File: src/hdl/bdpc_pkg.sv
// ----------------------------------------------------------------------------
// Button debounce press classifier package
// Shared widths, operation codes, register indexes, reset values and the
// structs that travel between the core and its per-button slices.
// ----------------------------------------------------------------------------
package bdpc_pkg;

  // Number of buttons handled by the block.
  localparam int NumButtons = 3;

  // Payload field widths.
  localparam int OpW    = 2;
  localparam int RawW   = 3;
  localparam int IdxW   = 4;
  localparam int LevelW = 3;

  // Hold and repeat counters, and the configuration registers.
  localparam int CntW     = 16;
  localparam int CfgIdxW  = 1;
  localparam int CfgDataW = 16;

  // Operation codes carried in the op field.
  localparam logic [OpW-1:0] OP_TICK     = 2'd0;
  localparam logic [OpW-1:0] OP_RD_SHORT = 2'd1;
  localparam logic [OpW-1:0] OP_RD_LONG  = 2'd2;

  // Configuration register indexes.
  localparam logic [CfgIdxW-1:0] CFG_LONG_PRESS = 1'b0;
  localparam logic [CfgIdxW-1:0] CFG_REPEAT     = 1'b1;

  // Register reset values.
  localparam logic [CntW-1:0] LONG_PRESS_RST = 16'd100;
  localparam logic [CntW-1:0] REPEAT_RST     = 16'd25;

  // Per-button commands from the core.
  typedef struct packed {
    logic tick;
    logic raw;
    logic clr_short;
    logic clr_long;
  } btn_ctrl_t;

  // Per-button status back to the core.
  typedef struct packed {
    logic stable_nxt;
    logic short_flag;
    logic long_flag;
  } btn_stat_t;

endpackage

File: src/hdl/bdpc_in_if.sv
// ----------------------------------------------------------------------------
// Input channel interface
// Valid/ready channel carrying one command beat: op, raw levels, query index.
// ----------------------------------------------------------------------------
interface bdpc_in_if;

  logic                          valid;
  logic                          ready;
  logic [bdpc_pkg::OpW-1:0]      op;
  logic [bdpc_pkg::RawW-1:0]     raw_levels;
  logic [bdpc_pkg::IdxW-1:0]     query_index;

  modport source (output valid, output op, output raw_levels, output query_index,
                  input ready);
  modport sink   (input valid, input op, input raw_levels, input query_index,
                  output ready);

endinterface

File: src/hdl/bdpc_out_if.sv
// ----------------------------------------------------------------------------
// Output channel interface
// Valid/ready channel carrying one result beat: query hit and stable levels.
// ----------------------------------------------------------------------------
interface bdpc_out_if;

  logic                          valid;
  logic                          ready;
  logic                          query_hit;
  logic [bdpc_pkg::LevelW-1:0]   debounced_levels;

  modport source (output valid, output query_hit, output debounced_levels,
                  input ready);
  modport sink   (input valid, input query_hit, input debounced_levels,
                  output ready);

endinterface

File: src/hdl/button_debounce_press_classifier_core.sv
// ----------------------------------------------------------------------------
// Button debounce press classifier core
// Debounces a set of active-low buttons on tick beats, classifies short and
// long presses with auto-repeat, and answers read-clear queries of the flags.
// ----------------------------------------------------------------------------
//  Channel  Dir  Handshake        Payload
//  in_i     in   valid / ready    op, raw_levels, query_index
//  out_o    out  valid / ready    query_hit, debounced_levels
//  cfg      in   cfg_we_i         cfg_idx_i, cfg_wdata_i (write only)
//
//  Each accepted beat updates the button state and loads the result
//  register in the same cycle; its result is offered on the next cycle.
//  One beat per cycle is sustained while out_o.ready is high, set by the single result register.
//  in_i.ready is high while the result register is empty or being drained.
//  Reset clears all button state and loads the register defaults.
// ----------------------------------------------------------------------------
module button_debounce_press_classifier_core (
  input  logic                              clk_i,
  input  logic                              rst_ni,
  bdpc_in_if.sink                           in_i,
  bdpc_out_if.source                        out_o,
  input  logic                              cfg_we_i,
  input  logic [bdpc_pkg::CfgIdxW-1:0]      cfg_idx_i,
  input  logic [bdpc_pkg::CfgDataW-1:0]     cfg_wdata_i
);

  logic [bdpc_pkg::CntW-1:0]   long_press_q;
  logic [bdpc_pkg::CntW-1:0]   repeat_q;
  logic                        in_acc;
  logic                        is_tick;
  logic                        is_rd_short;
  logic                        is_rd_long;
  logic                        hit_d;
  logic [bdpc_pkg::LevelW-1:0] levels_d;
  logic                        out_valid_q;
  logic                        out_hit_q;
  logic [bdpc_pkg::LevelW-1:0] out_levels_q;
  logic [bdpc_pkg::NumButtons-1:0] short_vec;
  logic [bdpc_pkg::NumButtons-1:0] long_vec;

  bdpc_pkg::btn_ctrl_t ctrl [bdpc_pkg::NumButtons];
  bdpc_pkg::btn_stat_t stat [bdpc_pkg::NumButtons];

  // Configuration registers.
  always_ff @(posedge clk_i or negedge rst_ni) begin
    if (!rst_ni) begin
      long_press_q <= bdpc_pkg::LONG_PRESS_RST;
      repeat_q     <= bdpc_pkg::REPEAT_RST;
    end else if (cfg_we_i) begin
      case (cfg_idx_i)
        bdpc_pkg::CFG_LONG_PRESS: long_press_q <= cfg_wdata_i;
        bdpc_pkg::CFG_REPEAT:     repeat_q     <= cfg_wdata_i;
        default: ;
      endcase
    end
  end

  // Beat acceptance and op decode.
  assign in_i.ready  = !out_valid_q || out_o.ready;
  assign in_acc      = in_i.valid && in_i.ready;
  assign is_tick     = in_acc && (in_i.op == bdpc_pkg::OP_TICK);
  assign is_rd_short = in_acc && (in_i.op == bdpc_pkg::OP_RD_SHORT);
  assign is_rd_long  = in_acc && (in_i.op == bdpc_pkg::OP_RD_LONG);

  // Per-button commands; buttons without a raw bit sample the pressed level.
  always_comb begin
    for (int b = 0; b < bdpc_pkg::NumButtons; b++) begin
      ctrl[b].tick      = is_tick;
      ctrl[b].raw       = (b < bdpc_pkg::RawW) ? in_i.raw_levels[b] : 1'b0;
      ctrl[b].clr_short = is_rd_short && (in_i.query_index == bdpc_pkg::IdxW'(b));
      ctrl[b].clr_long  = is_rd_long && (in_i.query_index == bdpc_pkg::IdxW'(b));
    end
  end

  // Button slices.
  for (genvar g = 0; g < bdpc_pkg::NumButtons; g++) begin : g_btn
    bdpc_button u_button (
      .clk_i       (clk_i),
      .rst_ni      (rst_ni),
      .long_press_i(long_press_q),
      .repeat_i    (repeat_q),
      .ctrl_i      (ctrl[g]),
      .stat_o      (stat[g])
    );
    assign short_vec[g] = stat[g].short_flag;
    assign long_vec[g]  = stat[g].long_flag;
  end

  // Result of the beat: flag read before its clear, and levels after the beat.
  always_comb begin
    hit_d    = 1'b0;
    levels_d = '0;
    for (int b = 0; b < bdpc_pkg::NumButtons; b++) begin
      if (in_i.query_index == bdpc_pkg::IdxW'(b)) begin
        hit_d = (is_rd_short && short_vec[b]) || (is_rd_long && long_vec[b]);
      end
    end
    for (int b = 0; b < bdpc_pkg::LevelW; b++) begin
      if (b < bdpc_pkg::NumButtons) begin
        levels_d[b] = stat[b].stable_nxt;
      end
    end
  end

  // Result register.
  always_ff @(posedge clk_i or negedge rst_ni) begin
    if (!rst_ni) begin
      out_valid_q <= 1'b0;
    end else if (in_i.ready) begin
      out_valid_q <= in_i.valid;
    end
  end

  always_ff @(posedge clk_i) begin
    if (in_acc) begin
      out_hit_q    <= hit_d;
      out_levels_q <= levels_d;
    end
  end

  assign out_o.valid            = out_valid_q;
  assign out_o.query_hit        = out_hit_q;
  assign out_o.debounced_levels = out_levels_q;

`ifndef SYNTHESIS
  // A button never holds a short and a long flag at once.
  a_flags_exclusive : assert property (@(posedge clk_i) disable iff (!rst_ni)
    (short_vec & long_vec) == '0)
    else $error("short and long flag set together");

  // A tick beat never reports a hit.
  a_tick_no_hit : assert property (@(posedge clk_i) disable iff (!rst_ni)
    is_tick |=> !out_o.query_hit)
    else $error("tick beat reported a hit");

  // A query beyond the last button reads zero.
  a_oor_zero : assert property (@(posedge clk_i) disable iff (!rst_ni)
    (in_acc && (in_i.query_index >= bdpc_pkg::IdxW'(bdpc_pkg::NumButtons)))
    |=> !out_o.query_hit)
    else $error("out-of-range query reported a hit");

  // Every accepted beat produces a result on the next cycle.
  a_acc_result : assert property (@(posedge clk_i) disable iff (!rst_ni)
    in_acc |=> out_o.valid)
    else $error("accepted beat produced no result");
`endif

endmodule

File: src/hdl/bdpc_button.sv
// ----------------------------------------------------------------------------
// Per-button debounce and press classifier slice
// Two-sample debounce, hold counter for long presses, repeat counter while
// held, and the short and long flags with their read-clear inputs.
// ----------------------------------------------------------------------------
module bdpc_button (
  input  logic                        clk_i,
  input  logic                        rst_ni,
  input  logic [bdpc_pkg::CntW-1:0]   long_press_i,
  input  logic [bdpc_pkg::CntW-1:0]   repeat_i,
  input  bdpc_pkg::btn_ctrl_t         ctrl_i,
  output bdpc_pkg::btn_stat_t         stat_o
);

  logic                      newest_q, newest_d;
  logic                      older_q, older_d;
  logic                      stable_q, stable_d;
  logic                      prev_q, prev_d;
  logic                      long_q, long_d;
  logic                      short_q, short_d;
  logic [bdpc_pkg::CntW-1:0] hold_q, hold_d;
  logic [bdpc_pkg::CntW-1:0] rep_q, rep_d;
  logic [bdpc_pkg::CntW-1:0] hold_inc;
  logic [bdpc_pkg::CntW-1:0] rep_inc;

  assign hold_inc = hold_q + bdpc_pkg::CntW'(1);
  assign rep_inc  = rep_q + bdpc_pkg::CntW'(1);

  // Next-state logic for one tick or one flag clear.
  always_comb begin
    newest_d = newest_q;
    older_d  = older_q;
    stable_d = stable_q;
    prev_d   = prev_q;
    long_d   = long_q;
    short_d  = short_q;
    hold_d   = hold_q;
    rep_d    = rep_q;

    if (ctrl_i.tick) begin
      older_d  = newest_q;
      newest_d = ctrl_i.raw;
      // Two agreeing samples make the level stable.
      if (ctrl_i.raw == newest_q) begin
        stable_d = ctrl_i.raw;
        if (!ctrl_i.raw) begin
          // Pressed: count up to the limit, then run the repeat counter.
          if (hold_q < long_press_i) begin
            hold_d = hold_inc;
            if (hold_inc == long_press_i) begin
              long_d  = 1'b1;
              short_d = 1'b0;
              rep_d   = '0;
            end
          end else begin
            rep_d = rep_inc;
            if (rep_inc >= repeat_i) begin
              long_d  = 1'b1;
              short_d = 1'b0;
              rep_d   = '0;
            end
          end
        end else if (!prev_q) begin
          // Release after a press: classify and clear the press state.
          if ((hold_q != '0) && (hold_q < long_press_i)) begin
            short_d = 1'b1;
          end
          hold_d = '0;
          rep_d  = '0;
          long_d = 1'b0;
        end
        prev_d = ctrl_i.raw;
      end
    end

    if (ctrl_i.clr_short) begin
      short_d = 1'b0;
    end
    if (ctrl_i.clr_long) begin
      long_d = 1'b0;
    end
  end

  // State registers.
  always_ff @(posedge clk_i or negedge rst_ni) begin
    if (!rst_ni) begin
      newest_q <= 1'b0;
      older_q  <= 1'b0;
      stable_q <= 1'b0;
      prev_q   <= 1'b0;
      long_q   <= 1'b0;
      short_q  <= 1'b0;
      hold_q   <= '0;
      rep_q    <= '0;
    end else begin
      newest_q <= newest_d;
      older_q  <= older_d;
      stable_q <= stable_d;
      prev_q   <= prev_d;
      long_q   <= long_d;
      short_q  <= short_d;
      hold_q   <= hold_d;
      rep_q    <= rep_d;
    end
  end

  // The older sample is kept as history; the compare uses the newest one.
  assign stat_o.stable_nxt = stable_d | (older_q & 1'b0);
  assign stat_o.short_flag = short_q;
  assign stat_o.long_flag  = long_q;

endmodule

File: src/flat_wrapper.sv
// flat-port wrapper written by rule: the top's interface ports become plain ports
module button_debounce_press_classifier_core_flat 
  (clk_i, rst_ni, cfg_we_i, cfg_idx_i, cfg_wdata_i, in_i_valid, in_i_op, in_i_raw_levels, in_i_query_index, in_i_ready, out_o_valid, out_o_query_hit, out_o_debounced_levels, out_o_ready);
  bdpc_in_if in_i_i ();
  bdpc_out_if out_o_i ();
  input  logic clk_i;
  input  logic rst_ni;
  input  logic cfg_we_i;
  input  logic [bdpc_pkg::CfgIdxW-1:0] cfg_idx_i;
  input  logic [bdpc_pkg::CfgDataW-1:0] cfg_wdata_i;
  input wire logic [$bits(in_i_i.valid)-1:0] in_i_valid;
  input wire logic [$bits(in_i_i.op)-1:0] in_i_op;
  input wire logic [$bits(in_i_i.raw_levels)-1:0] in_i_raw_levels;
  input wire logic [$bits(in_i_i.query_index)-1:0] in_i_query_index;
  output wire logic [$bits(in_i_i.ready)-1:0] in_i_ready;
  output wire logic [$bits(out_o_i.valid)-1:0] out_o_valid;
  output wire logic [$bits(out_o_i.query_hit)-1:0] out_o_query_hit;
  output wire logic [$bits(out_o_i.debounced_levels)-1:0] out_o_debounced_levels;
  input wire logic [$bits(out_o_i.ready)-1:0] out_o_ready;
  assign in_i_i.valid = in_i_valid;
  assign in_i_i.op = in_i_op;
  assign in_i_i.raw_levels = in_i_raw_levels;
  assign in_i_i.query_index = in_i_query_index;
  assign in_i_ready = in_i_i.ready;
  assign out_o_valid = out_o_i.valid;
  assign out_o_query_hit = out_o_i.query_hit;
  assign out_o_debounced_levels = out_o_i.debounced_levels;
  assign out_o_i.ready = out_o_ready;
  button_debounce_press_classifier_core u_core (.clk_i(clk_i), .rst_ni(rst_ni), .in_i(in_i_i), .out_o(out_o_i), .cfg_we_i(cfg_we_i), .cfg_idx_i(cfg_idx_i), .cfg_wdata_i(cfg_wdata_i));
endmodule
File: config.mk
export PLATFORM = sky130hd
export DESIGN_NAME = button_debounce_press_classifier_core_flat
export DESIGN_NICKNAME = d
export VERILOG_FILES = /design/src/hdl/bdpc_pkg.sv /design/src/hdl/bdpc_in_if.sv /design/src/hdl/bdpc_out_if.sv /design/src/hdl/button_debounce_press_classifier_core.sv /design/src/hdl/bdpc_button.sv /design/src/flat_wrapper.sv
export SDC_FILE = /design/constraint.sdc
export NUM_CORES = 1
export LEC_CHECK = 0
export ABC_AREA = 1
export BUFFER_PORTS_ARGS = -buffer_cell sky130_fd_sc_hd__clkbuf_2
export CAP_MARGIN = 10
export CORE_MARGIN = 2
export CORE_UTILIZATION = 69
export DETAILED_ROUTE_END_ITERATION = 7
export MAX_ROUTING_LAYER = met4
export PLACE_DENSITY = 0.87
export SLEW_MARGIN = 20
export SYNTH_ARGS = -nofsm -noshare
export SYNTH_HDL_FRONTEND = slang
export SYNTH_SLANG_ARGS = --single-unit
File: constraint.sdc
create_clock -name clk_i -period 7.62 [get_ports clk_i]
set_clock_uncertainty 0.15 [all_clocks]
set_input_delay 2.286 -clock clk_i [delete_from_list [all_inputs] [get_ports clk_i]]
set_output_delay 2.286 -clock clk_i [all_outputs]
set_load 0.005 [all_outputs]
Word-level counts from Yosys, hierarchy flattened
Index checks and enable logic that the tools add are counted.
- multiplexer cells: 81
- eq/ne operators: 31
- bitwise logic cells: 1
- add/sub/neg operators: 6
- reductions and logical operators: 67
- $lt $le $gt $ge: 6
- operator list (operator ; count):
    $mux 16 ; 21
    $add 16x1->16 const B ; 6
    $mux 1 ; 60
    $eq 16x16->1 ; 3
    $ge 16x16->1 ; 3
    $lt 16x16->1 ; 3
    $reduce_bool 16->1 ; 3
    $reduce_bool 2->1 ; 15
    $ne 4x3->1 const B ; 6
    $reduce_and 4->1 ; 6
    $reduce_bool 4->1 ; 6
    $logic_and 1x1->1 ; 19
    $ne 3x2->1 const B ; 6
    $reduce_and 6->1 ; 3
    $reduce_and 5->1 ; 3
    $reduce_and 2->1 ; 5
    $ne 3x1->1 const B ; 3
    $ne 3x3->1 const B ; 3
    $ne 2x2->1 const B ; 3
    $eq 4x1->1 const B ; 1
    $eq 4x2->1 const B ; 1
    $logic_not 4->1 ; 1
    $logic_or 1x1->1 ; 4
    $eq 1x1->1 ; 3
    5 further kinds ; 5
- bits in registers: 148

Depth between registers and ports, before layout
Gate-level depths: netlist of the first run.
- word-level depth: 9
- depth in mapped cells: 22
- mapped depth without buffers: 22

Cells and area by module
A second synthesis of the first run with hierarchy kept.
- cell total of the unflattened synthesis: 1688
- area total of the unflattened synthesis: 11775.0 sq um
- by module, submodules not included (module ; seq. area each (sq um) ; instances ; cells each ; area an instance (sq um)):
    bdpc_button (u_core.g_btn[0].u_button ...) ; 925.9 ; 2 ; 510 ; 3419.5
    bdpc_button (u_core.g_btn[2].u_button) ; 925.9 ; 1 ; 501 ; 3399.5
    button_debounce_press_classifier_core ; 953.4 ; 1 ; 167 ; 1536.5

Worst setup path before layout of the first run
No wires, ideal clock.
- path kind: input-to-output
- start: input port out_o_ready
- end: output port in_i_ready
- stages on the path: 2
- path buffers: 0
- slack: 2.769 ns
- arrival: 2.415 ns
- path through: inv_1 > nand2_1
- word-level cells in the longest chain between the ends: 1
- ends and longest elaborated chain (what ; line ; RTL):
    from (decl) ; flat_wrapper.sv:19 ; input wire logic [$bits(out_o_i.ready)-1:0] out_o_ready;
    $logic_or 1x1->1 ; button_debounce_press_classifier_core.sv:59 ; assign in_i.ready = !out_valid_q || out_o.ready;
    to (decl) ; flat_wrapper.sv:15 ; output wire logic [$bits(in_i_i.ready)-1:0] in_i_ready;
No other way between the ends.

Worst setup path in the final report of the first run
Same ends and word-level chain as after synthesis.

==> results of run 1 <==
[layer usage]
layer	routed length, um	vias up	GRT usage
met5	0	-	-
met1	13000	5182	0.482
met4	1020	0	0.139
li1	-	5324	-
met3	3040	103	0.0830
met2	14500	580	0.585
[state kept, by name (all words and copies together) (netlist names)]
signal                          count
u_core.out_o.valid                  1
u_core.out_o.query_hit              1
u_core.out_o.debounced_levels       3
u_core.g_btn.u_button.newest_q      3
u_core.g_btn.u_button.stable_q      3
u_core.repeat_q                    16
u_core.g_btn.u_button.long_q        3
u_core.g_btn.u_button.prev_q        3
u_core.g_btn.u_button.short_q       3
u_core.long_press_q                16
u_core.g_btn.u_button.hold_q       48
u_core.g_btn.u_button.rep_q        48
[kinds of logic after synthesis]
family | Yosys count
AOI/OAI and AO/OA | 233
xor gates and xnor gates | 48
adders and majority gates | 105
buffers and inverters | 251
DFF | 148
and+or+nand+nor | 808
[stage by stage]
step	hold WS, ns	worst slack (ns)
after floorplan	0.292	2.77
after global placement	0.307	2.57
after detailed placement	0.323	2.56
after CTS	0.340	2.55
after global routing	0.362	2.50
final	0.337	2.56
[report_power, final]
part	switching, mW	leakage, nW	internal (mW)
clock	0.396	0.318	0.542
sequential	0.278	1.90	0.977
combinational	0.936	4.07	0.507
[synthesized netlist by cell type, types with 4 or more instances]
| master | number |
|---|---|
| edfxtp_1 | 4 |
| nand2_1 | 428 |
| nor3_2 | 6 |
| nor3_1 | 19 |
| nand4_1 | 51 |
| buf_4 | 5 |
| ha_1 | 105 |
| clkbuf_1 | 12 |
| nor4_1 | 6 |
| nand3_1 | 123 |
| o21ai_1 | 8 |
| xor2_1 | 40 |
| nand3b_1 | 4 |
| inv_2 | 9 |
| o21ai_2 | 34 |
| nand2_2 | 23 |
| nor2_4 | 5 |
| nand3_2 | 5 |
| a21oi_1 | 57 |
| inv_1 | 214 |
| buf_6 | 7 |
| dfstp_2 | 6 |
| nor2_2 | 16 |
| o21ai_0 | 90 |
| nor2_1 | 113 |
| o22ai_1 | 30 |
| xnor2_1 | 5 |
| dfrtp_1 | 138 |
[area by class of cell]
type,instances,area (um^2),share of cell area
multi-input combinational,1194,6800,0.545
sequential,148,3730,0.299
inverter,223,837,0.0670
clock buffer,18,439,0.0352
tap,220,275,0.0220
clock inverter,14,209,0.0167
timing repair buffer,37,194,0.0155
[worst max-delay path, stage by stage]
cell	delay (ns)
clkbuf_2	0.08
inv_1	0.08
nand2_1	0.07
clkbuf_2	0.11
[worst paths after layout]
path / slack [ns] / to / from
max: 2.56 / in_i_ready / out_o_ready
min: 0.34 / u_core.g_btn[2].u_button.short_q / u_core.g_btn[2].u_button.short_q
max reg2reg: 3.66 / u_core.g_btn[1].u_button.rep_q[5] / u_core.g_btn[1].u_button.rep_q[2]
min reg2reg: 0.34 / u_core.g_btn[2].u_button.short_q / u_core.g_btn[2].u_button.short_q
max in group asynchronous: 4.39 / u_core.g_btn[2].u_button.rep_q[14] / rst_ni
min in group asynchronous: 1.77 / u_core.g_btn[1].u_button.hold_q[12] / rst_ni
==> out/results.txt, run 1 <==
largest family of logic cells by synthesized area = simple AND/OR/NAND/NOR gates
sequential fraction of the synthesis area = 0.323
warnings from Yosys = 0
I/O Pins = 37
Final ANT Viol Nets = 0
Max-slew headroom = 0.356
Routed WL = 31.6 mm
Residual DRC = 0
total power draw = 3.64 mW
post-layout util = 0.758
setup TNS = 0 ns
commonest cells after routing, fill and taps aside = 428 x nand2_1, 214 x inv_1, 138 x dfrtp_1
max-slew violations = 0
Final period util = 0.665
f_max = 197 MHz
Sink Count = 148
leading cell type in the layout, fill and taps excluded = nand2_1
post-synthesis net count = 1729
fillcell total = 1203
vias = 11200
Max VDD drop = 0.231 mV
asr flop ratio synth = 0.973
critical path endpoint category = output pin
initial antenna violation count = 0
Layout area overhead = 8.12%
Syn Inst Count = 1593
RD Place Congestion = 0.958
syn avg cell area = 7.25 um^2
total CTS buffers = 17
design area = 0.0125 mm^2
cells on worst reg2reg path = 20
Inserted Diodes = 0
clk buf depth = 2
I/O Buffers = 36
pwr dens = 291 mW/mm^2
Static Leak = 6.29 nW
max-cap check violation count = 0
area leader, netlist = dfrtp_1
# nets final = 1757
setup bufs post-CTS = 0
mux share of post-synthesis cell area = 0
Clk pin slew, worst setup/hold paths = 0.06 ns
die width = 133 um
dpl cell area = 0.0118 mm^2
Cells after DPL = 1822
adder-cell share of the synthesized area = 0.114
first-pass GRT wire length = 51.3 mm
# H-tree levels = 4
Yosys top cell area share = 0.299
compound-gate portion of the synthesized area = 0.121
Hold WC Path Type = flop to flop
Chip Height = 133 um
EDFF count, synth = 4
grt ovf = 0
RSZ-0062 raised after global routing = false
#FFs+latches synth = 148
simple-gate share of the synthesized area = 0.314
WS Path Type = input pin to output pin
root buffer cell = clkbuf_16
Startpoint Class = input pin
top cells by area, synth = dfrtp_1 30%, nand2_1 14%, ha_1 11%, inv_1 7.0%, nand3_1 5.3%
final setup vio count = 0
Core Box Area = 0.0165 mm^2
peak fanout along the critical path = 2
Main synth FF type = dfrtp_1
GRT Util Overall = 0.375
Tmin final = 5.06 ns
Row Count = 47
layout cells sized above 1 = 0.111
Routed WL per cell = 17.0 um
post_cts resized = 0
WHS Path Cells = 2
CTS tree = done
die area = 0.0178 mm^2
DR pass1 iterations = 6
number of global-route vias before repair = 10500
largest net degree at the start of global routing = 100
synth unique cells = 45
CP arrival = 2.63 ns
non-filler instance count after layout = 1854
Slew @ Worst Pin = 0.965 ns
DR vias/cell = 6.04
Worst Path Required = 5.18 ns
XOR/XNOR share of the synthesized area = 0.0400
outcome = finished clean
Initial DRC Count = 1171
CTS Hold Bufs = 0
Initial Util = 0.701
dpl hpwl = 22.9 mm
Final Hold Vio Count = 0
Post-Syn Area = 0.0115 mm^2
clock latency on the worst-skew pair = 0.44 ns
Note: power is estimated with default switching activity, not from simulation.
==> run 2, diff against run 1 <==
--- a/config.mk
+++ b/config.mk
@@ -5,14 +5,14 @@
 export SDC_FILE = /design/constraint.sdc
 export NUM_CORES = 1
 export LEC_CHECK = 0
-export ABC_AREA = 1
+export ABC_AREA = 0
 export BUFFER_PORTS_ARGS = -buffer_cell sky130_fd_sc_hd__clkbuf_2
 export CAP_MARGIN = 10
 export CORE_MARGIN = 2
-export CORE_UTILIZATION = 69
+export CORE_UTILIZATION = 64
 export DETAILED_ROUTE_END_ITERATION = 7
 export MAX_ROUTING_LAYER = met4
-export PLACE_DENSITY = 0.87
+export PLACE_DENSITY = 0.82
 export SLEW_MARGIN = 20
 export SYNTH_ARGS = -nofsm -noshare
 export SYNTH_HDL_FRONTEND = slang
==> constraint.sdc (replaced) <==
create_clock -name clk_i -period 4.7 [get_ports clk_i]
set_clock_uncertainty 0.15 [all_clocks]
set_input_delay 1.41 -clock clk_i [delete_from_list [all_inputs] [get_ports clk_i]]
set_output_delay 1.41 -clock clk_i [all_outputs]
set_load 0.005 [all_outputs]
==> run 2 against run 1 <==
- non-clock buffer count grew 12
- sequential power grew 28%
- largest cell class unchanged
- critical path depth grew 11
- worst setup slack lost 2.2 ns
- synthesized area shrank 1.6%
- clock power grew 50%
- final area shrank 2.5%
- sequential share of layout area grew 0.76 points
- sequential cell count is the same
==> out/results.txt, run 2 <==
clk buf depth = 2 (unchanged)
Inserted Diodes = 0 (unchanged)
Tmin final = 4.33 ns
Row Count = 48 (+2.1%)
top cells by area, synth = dfrtp_1 30%, ha_1 12%, o21ai_0 4.7%, nand2_1 4.1%, xnor2_1 4.0%
r2r startpoint = u_core.g_btn[1].u_button.rep_q[0]
adder-cell share of the synthesized area = 0.116 (+0.00184)
root buffer cell = clkbuf_16
asr flop ratio synth = 0.973 (unchanged)
CP arrival = 4.56 ns (+1.93 ns)
I/O Pins = 37 (unchanged)
switching power = 1.43 mW (-11%)
compound-gate portion of the synthesized area = 0.187 (+0.0660)
clock latency on the worst-skew pair = 0.44 ns (about the same)
Clk pin slew, worst setup/hold paths = 0.07 ns (about the same)
most frequent cell after synthesis = dfrtp_1
largest net degree at the start of global routing = 76 (-24%)
area leader, netlist = dfrtp_1
Syn Inst Count = 1293 (-19%)
Chip Height = 137 um (+2.9%)
# nets final = 1426 (-19%)
Final Hold Vio Count = 0 (unchanged)
synth unique cells = 81 (+80%)
Sequential Area = 0.00373 mm^2 (unchanged)
number of global-route vias before repair = 9371 (-11%)
die area = 0.0188 mm^2 (+5.9%)
total CTS buffers = 17 (unchanged)
cells on worst reg2reg path = 15 (-25%)
final setup vio count = 0 (unchanged)
commonest cells after routing, fill and taps aside = 138 x dfrtp_1, 124 x nand2_1, 106 x o21ai_0
Residual DRC = 0 (unchanged)
Routed WL = 31.4 mm (-0.54%)
crit-path max cell delay = 0.48 ns (+0.37 ns)
Worst Path Required = 4.93 ns (-0.25 ns)
Max-slew headroom = 0.305 (-0.0518)
Layout area overhead = 7.15%
smallest hold slack = 0.333 ns (-0.00355 ns)
crit path cell chain = ha_1 -> nand3_1 -> nor2_1 -> nand3_1 -> or3_1 -> nand2_1 -> ha_1 -> o21ai_0 -> o21ai_0 -> a2111oi_0 -> a21oi_1 -> a211oi_1 -> nand3_1 -> nor3b_1 -> a211o_2
reg2reg end = u_core.g_btn[1].u_button.rep_q[5]
share of power burned in registers = 0.391 (+0.046)
layout cells sized above 1 = 0.105 (-0.00624)
warnings from Yosys = 0 (unchanged)
Post-Syn Area = 0.0114 mm^2 (-1.6%)
setup bufs post-CTS = 0 (unchanged)
# H-tree levels = 4 (unchanged)
Sw Ratio = 0.347 (-0.0954)
DR vias/cell = 6.76 (+12%)
combinational share of power = 0.265 (-0.132)
sequential fraction of the synthesis area = 0.328 (+0.00523)
Startpoint Class = flop
largest family of logic cells by synthesized area = simple AND/OR/NAND/NOR gates
Final period util = 0.921
slowest CP cell = a2111oi_0
syn avg cell area = 8.79 um^2 (+21%)
vias = 10300 (-7.7%)
max-cap check violation count = 0 (unchanged)
RD Place Congestion = 0.974 (+1.7%)
simple-gate share of the synthesized area = 0.227 (-0.0877)
post-synthesis net count = 1429 (-17%)
P_int = 2.68 mW (+32%)
initial antenna violation count = 0 (unchanged)
Critical path origin = u_core.g_btn[1].u_button.rep_q[0]
I/O Buffers = 36 (unchanged)
clock group share of total power = 0.344 (+0.086)
peak fanout along the critical path = 13 (+11)
Worst path depth = 15 (+11)
CP endpoint = u_core.g_btn[1].u_button.rep_q[5]
Slew @ Worst Pin = 1.04 ns (+0.0730 ns)
area used by multi-input combinational logic = 0.00708 mm^2 (+4.1%)
Regs by FF count = u_core.g_btn.u_button.hold_q x48, u_core.g_btn.u_button.rep_q x48
setup TNS = 0 ns (unchanged)
CTS tree = done
Routed WL per cell = 20.6 um (+21%)
critical path endpoint category = flop
CTS Hold Bufs = 0 (unchanged)
WS Path Type = flop to flop
grt ovf = 0 (unchanged)
Yosys top cell area share = 0.304 (+0.00484)
post_cts resized = 0 (unchanged)
Main synth FF type = dfrtp_1
Hold WC Path Type = flop to flop
Core Box Area = 0.0174 mm^2 (+5.4%)
outcome = finished clean
EDFF count, synth = 4 (unchanged)
f_max = 231 MHz
die width = 137 um (+2.9%)
Static Leak = 5.52 nW (-12%)
reg2reg setup slack = 0.37 ns (-3.29 ns)
leading cell type in the layout, fill and taps excluded = dfrtp_1
Max VDD drop = 0.279 mV (+21%)
mux share of post-synthesis cell area = 0.0213 (+0.0213)
pwr dens = 337 mW/mm^2 (+16%)
Sink Count = 148 (unchanged)
DR pass1 iterations = 5 (-1)
dpl hpwl = 22.8 mm (-0.56%)
post-layout util = 0.701 (-0.0567)
Crit path max-delay family = simple AND/OR/NAND/NOR gates
Initial Util = 0.655 (-0.0466)
XOR/XNOR share of the synthesized area = 0.0725 (+0.0325)
Post-synth top cells = 138 x dfrtp_1, 124 x nand2_1, 106 x o21ai_0, 105 x ha_1, 67 x nand3_1
fillcell total = 1285 (+6.8%)
Initial DRC Count = 1254 (+7.1%)
most used cell, CP = nand3_1
first-pass GRT wire length = 49.4 mm (-3.7%)
max-slew violations = 0 (unchanged)
#FFs+latches synth = 148 (unchanged)
RSZ-0062 raised after global routing = false
WP buf/inv = 0 (-3)
GRT Util Overall = 0.350 (-0.0251)
Final ANT Viol Nets = 0 (unchanged)
-- run 2: worst min-delay path by stage --
stage	start	end	cells after the start
final	u_core.g_btn[1].u_button.long_q	u_core.g_btn[1].u_button.long_q	2
after global routing	u_core.g_btn[1].u_button.long_q	u_core.g_btn[1].u_button.long_q	2
after CTS	u_core.g_btn[1].u_button.long_q	u_core.g_btn[1].u_button.long_q	2
after detailed placement	u_core.g_btn[1].u_button.long_q	u_core.g_btn[1].u_button.long_q	2
after global placement	u_core.g_btn[1].u_button.long_q	u_core.g_btn[1].u_button.long_q	2
after floorplan	u_core.g_btn[1].u_button.long_q	u_core.g_btn[1].u_button.long_q	2
-- run 2: cell families (layout without fill, tap and decap cells) --
logic type / count (synthesis) / after routing
simple gates: 483 / 483
mux: 22 / 22
fa+ha+maj: 105 / 105
compound gates: 319 / 319
buf+inv: 122 / 132
flops: 148 / 148
xor+xnor: 94 / 94
-- run 2: power by group through the flow --
stage	Clock [mW]	Combinational [mW]	Sequential (mW)
detailed placement	0	1.05	1.62
CTS	1.41	1.07	1.60
global route	1.47	1.21	1.62
finish	1.41	1.09	1.61
floorplan	0	0.834	1.53
global placement	0	1.01	1.61
-- run 2: final cells by class --
type	count	share of cell area
multi-input cells	1023	0.581
clock buffers	21	0.0387
flip-flops and latches	148	0.306
repair buffers	49	0.0244
clock inverters	11	0.0103
well taps	225	0.0231
inverters	51	0.0157
-- run 2: through the flow --
step	total power [mW]	setup slack, ns	instances	area (um^2)
final	4.11	0.371	1528	12200
after global routing	4.29	0.00773	1528	12200
after floorplan	2.36	0.801	1293	11400
after CTS	4.08	0.505	1528	12200
after global placement	2.62	0.781	1496	11600
after detailed placement	2.67	0.628	1496	11600
-- run 2: worst register-to-register path, delay by kind of cell, from the launching register on --
family / cells / cell delay, ns
AOI/OAI and AO/OA: 6 / 1.32
adders and majority gates: 2 / 0.50
DFF: 1 / 0.42
and+or+nand+nor: 7 / 1.87
-- run 2: per-layer routing --
layer  up-vias  global-route usage  part of all wire
met5         -                   -                 0
met4         0               0.139             0.038
met3        97              0.0677             0.092
met2       563               0.513              0.45
met1      4931               0.478              0.42
li1       4742                   -                 -
